--- src/sv/tcc_div.sv ---
`timescale 1ns / 1ps

module tcc_div #(
    parameter int WW = 13,
    parameter int CW = 8
) (
    input  logic          i_clk,
    input  logic          i_rst_n,
    input  logic          i_start,
    input  logic [WW-1:0] i_dividend,
    input  logic [CW-1:0] i_divisor,
    output logic          o_done,
    output logic [CW-1:0] o_rem
);
    localparam int NW = $clog2(WW + 1);

    logic          r_busy;
    logic          r_done;
    logic [NW-1:0] r_cnt;
    logic [CW-1:0] r_rem;
    logic [WW-1:0] r_dvd;
    logic [CW:0]   partial;
    logic [CW-1:0] rem_step;

    // restoring division, one quotient bit a cycle
    always_comb begin
        partial = {r_rem, r_dvd[WW-1]};
        if (partial >= {1'b0, i_divisor}) begin
            rem_step = CW'(partial - {1'b0, i_divisor});
        end else begin
            rem_step = CW'(partial);
        end
    end

    always_ff @(posedge i_clk) begin
        if (!i_rst_n) begin
            r_busy <= 1'b0;
            r_done <= 1'b0;
        end else begin
            r_done <= 1'b0;
            if (i_start) begin
                r_busy <= 1'b1;
            end else if (r_busy && r_cnt == NW'(1)) begin
                r_busy <= 1'b0;
                r_done <= 1'b1;
            end
        end
    end

    always_ff @(posedge i_clk) begin
        if (i_start) begin
            r_cnt <= NW'(WW);
            r_rem <= '0;
            r_dvd <= i_dividend;
        end else if (r_busy) begin
            r_cnt <= r_cnt - NW'(1);
            r_rem <= rem_step;
            r_dvd <= {r_dvd[WW-2:0], 1'b0};
        end
    end

    assign o_done = r_done;
    assign o_rem  = r_rem;

endmodule

--- config.mk ---
export PLATFORM = sky130hd
export DESIGN_NAME = tcc_div
export DESIGN_NICKNAME = d
export VERILOG_FILES = /design/src/sv/tcc_div.sv
export SDC_FILE = /design/constraint.sdc
export NUM_CORES = 1
export LEC_CHECK = 0
export BUFFER_PORTS_ARGS = -buffer_cell sky130_fd_sc_hd__buf_2
export CAP_MARGIN = 20
export CORE_MARGIN = 3
export CORE_UTILIZATION = 40
export DETAILED_ROUTE_END_ITERATION = 16
export GPL_TIMING_DRIVEN = 0
export PLACE_DENSITY = 0.69
export SLEW_MARGIN = 20
export SYNTH_ARGS = -nofsm -noshare
export SYNTH_HDL_FRONTEND = slang
export SYNTH_SLANG_ARGS = --single-unit
--- constraint.sdc ---
create_clock -name i_clk -period 2.1 [get_ports i_clk]
set_input_delay 0.42 -clock i_clk [delete_from_list [all_inputs] [get_ports i_clk]]
set_output_delay 0.42 -clock i_clk [all_outputs]
set_load 0.02 [all_outputs]
==> flow_summary.ini <==
[outcome]
status = complete, no violations

[critical_path]
cp_cell_sequence = inv_2 -> ha_4 -> fa_2 -> nand2b_4 -> a2111o_1 -> o311ai_2 -> o21ai_1 -> a311oi_1
slowest_delay_ns = 0.40
path_class = register to register
critPathMaxFanout = 3
ff2ff_setup_slack_ns = 0.05
critPathArrivalTime_ns = 2.23
crit_slowest_cell = fa_2
critPathRequiredTime_ns = 2.28
crit_path_end_kind = register
crit_path_start_kind = register

[sta]
layout_min_cycle_time_ns = 2.05
slew_viol_final = 0
finalCritPeriodShare_pct = 97.8
relSlewSlack_pct = 63.2
setup_violations = 0
fin_worst_skew_ns = 0.00358
rsz0062_at_grt = yes
fmax_ghz = 0.487
hold_viol_final = 0
tightest_slew_ns = 0.552
postLayoutSetupSlackWorst_ns = 0.0456

[floorplan]
die_w_um = 69.9
fp.dieH_um = 69.9
core_area_mm2 = 0.00380
initial_core_util_pct = 43.0
die_area_mm2 = 0.00488
rows = 22
ios = 33

[placed_design]
dpl.hpwl_um = 2610
portBuffers = 32
placed_area_mm2 = 0.00185
dp_cells = 246
place_ws_ns = -0.282
place_congestion = 0.790

[power_and_ir_drop]
finalPower_w = 0.00131
power.density_mw_per_mm2 = 660
ir_drop_mv = 0.265
p_leak_nw = 0.829

[clock_tree]
cts_tree = done
numCtsBuffers = 3
cts_hold_buf = 0
clockBufferDepth = 2
clk_latency_ns = 0.27
post_cts_buffers = 0
clk_pin_slew_worst_paths_ns = 0.09
htree_levels = 1
clock-sinks = 27
cts-root-buf = clkbuf_8

[finish]
drive_gt1_share_pct = 34.2
syn_to_final_growth_pct = 21.9
antenna_cells = 0
fill_cells = 365
nets = 238
final_util_pct = 52.3
final_area_mm2 = 0.00199
layout.cells.non_filler = 250
multi_input_area_um2 = 952
register_area_um2 = 672

[synthesis]
synth_area_leader_cell = edfxtp_1
synth_nets = 201
syn_area_mm2 = 0.00163
syn_avg_cell_area_um2 = 9.83
yosysWarningCount = 0
synthArstFlopShare_pct = 0
synth_top_area_share_pct = 23.9
synthCells = 166
synth_area_leaders = edfxtp_1 24%, dfxtp_1 17%, mux2_2 8.3%, ha_1 7.7%, inv_1 3.7%
synth-main-ff-cell = dfxtp_1
ys_ff_latch = 27
synth-edff-count = 13
synth_seq_area_share_pct = 41.1
synth_cell_type_count = 43

[route]
vias = 1326
drc = 0
drtPass1Iterations = 4
routed_wl_um = 3390
avgViaCountPerCell = 5.30
wl_per_cell_um = 13.5
drt_iter0_drc = 60
antenna_left = 0

[run]
cap_viol_max_count = 0

[global_routing]
grt_max_degree = 16
gr-total-overflow = 0
grt_usage_pct = 14.1
grt_pass1_wl_um = 5700
grt_pass1_vias = 1229
antenna_found_initial = 0

[worst_hold_path]
holdCritPathClass = input pin to register
[sequential cells by signal (all words and copies together), names as in the netlist]
name / cells
r_cnt: 4
r_busy: 1
o_rem: 8
o_done: 1
r_dvd: 13
[cell usage after synthesis (2+ instances only)]
| library cell | count |
|---|---|
| edfxtp_1 | 13 |
| nor2_1 | 13 |
| nand2_1 | 6 |
| nor2b_1 | 2 |
| a211oi_1 | 3 |
| a21o_1 | 3 |
| o21ai_0 | 9 |
| ha_1 | 10 |
| clkbuf_1 | 5 |
| nor3b_1 | 2 |
| a31oi_1 | 2 |
| nand2b_1 | 6 |
| a311oi_1 | 6 |
| xnor2_1 | 5 |
| inv_1 | 16 |
| dfxtp_1 | 14 |
| mux2_2 | 12 |
| nand3_1 | 6 |
| nand3b_1 | 2 |
| o21bai_1 | 2 |
| a21oi_1 | 7 |
[final timing paths]
kind	start	endpoint	cells past startpoint
setup / recovery	r_dvd[12]	o_rem[6]	8
hold / removal	i_rst_n	o_done	3
setup reg to reg	r_dvd[12]	o_rem[6]	8
hold reg to reg	r_cnt[1]	r_cnt[1]	2
[cell families after synthesis]
group | share of synthesized area [%]
fa+ha+maj | 8.90
simple gates | 15.6
compound gates | 17.6
xor+xnor | 2.68
flops | 41.1
mux | 8.28
buf+inv | 5.83
[through the flow]
step                      TNS (ns)  hold slack, ns
after global placement       -1.03           0.489
after floorplan                  0           0.470
after global routing        -0.126           0.387
after detailed placement     -1.27           0.499
final                            0           0.372
after CTS                        0           0.364
[where the power goes]
part / internal, W / switching (W) / total, W
Clock: 0.000133 / 0.000157 / 0.000289
Combinational: 0.000178 / 0.000209 / 0.000387
Sequential: 0.000605 / 0.0000304 / 0.000636
[layout make-up]
class	instances	share of cell area, %
repair buffers	32	8.06
clock buffers	3	2.08
plain buffers	7	1.89
inverters	16	3.02
multi-input cells	116	47.9
well taps	48	3.02
clock inverters	1	0.252
flip-flops and latches	27	33.8
[repair_timing]
action / in CTS / in global routing
pin swaps: 1 / 3
resized for setup: 6 / 16
endpoints found under the hold margin: 0 / 0
setup endpoints to repair: 3 / 7
[worst max-delay path: cells and delay by family (launching register included)]
family          cells  cell delay (ns)
flops               1             0.34
fa+ha+maj           2             0.57
simple gates        1             0.16
compound gates      4             0.84
buf+inv             1             0.05
[placed cells by master (no fill, tap or decap), types with 3 or more instances in the layout]
cell type / n
mux2_2: 12
a21o_1: 3
buf_2: 32
nand3_1: 6
a21oi_1: 6
a311oi_1: 6
clkbuf_1: 5
ha_1: 5
o21ai_0: 7
clkbuf_8: 3
nand2b_1: 5
inv_1: 15
nor2_1: 13
nand2_1: 6
dfxtp_1: 13
edfxtp_1: 13
xnor2_1: 5
ha_4: 3
[layer usage]
metal  global-route usage (%)  routed length, um  vias up
met3                     1.87                150        5
met4                     5.11                 51        0
met1                     20.5               1740      616
li1                         -                  -      679
met2                     21.3               1440       26
met5                        0                  0        -
Power figures use the tool's default switching activity.
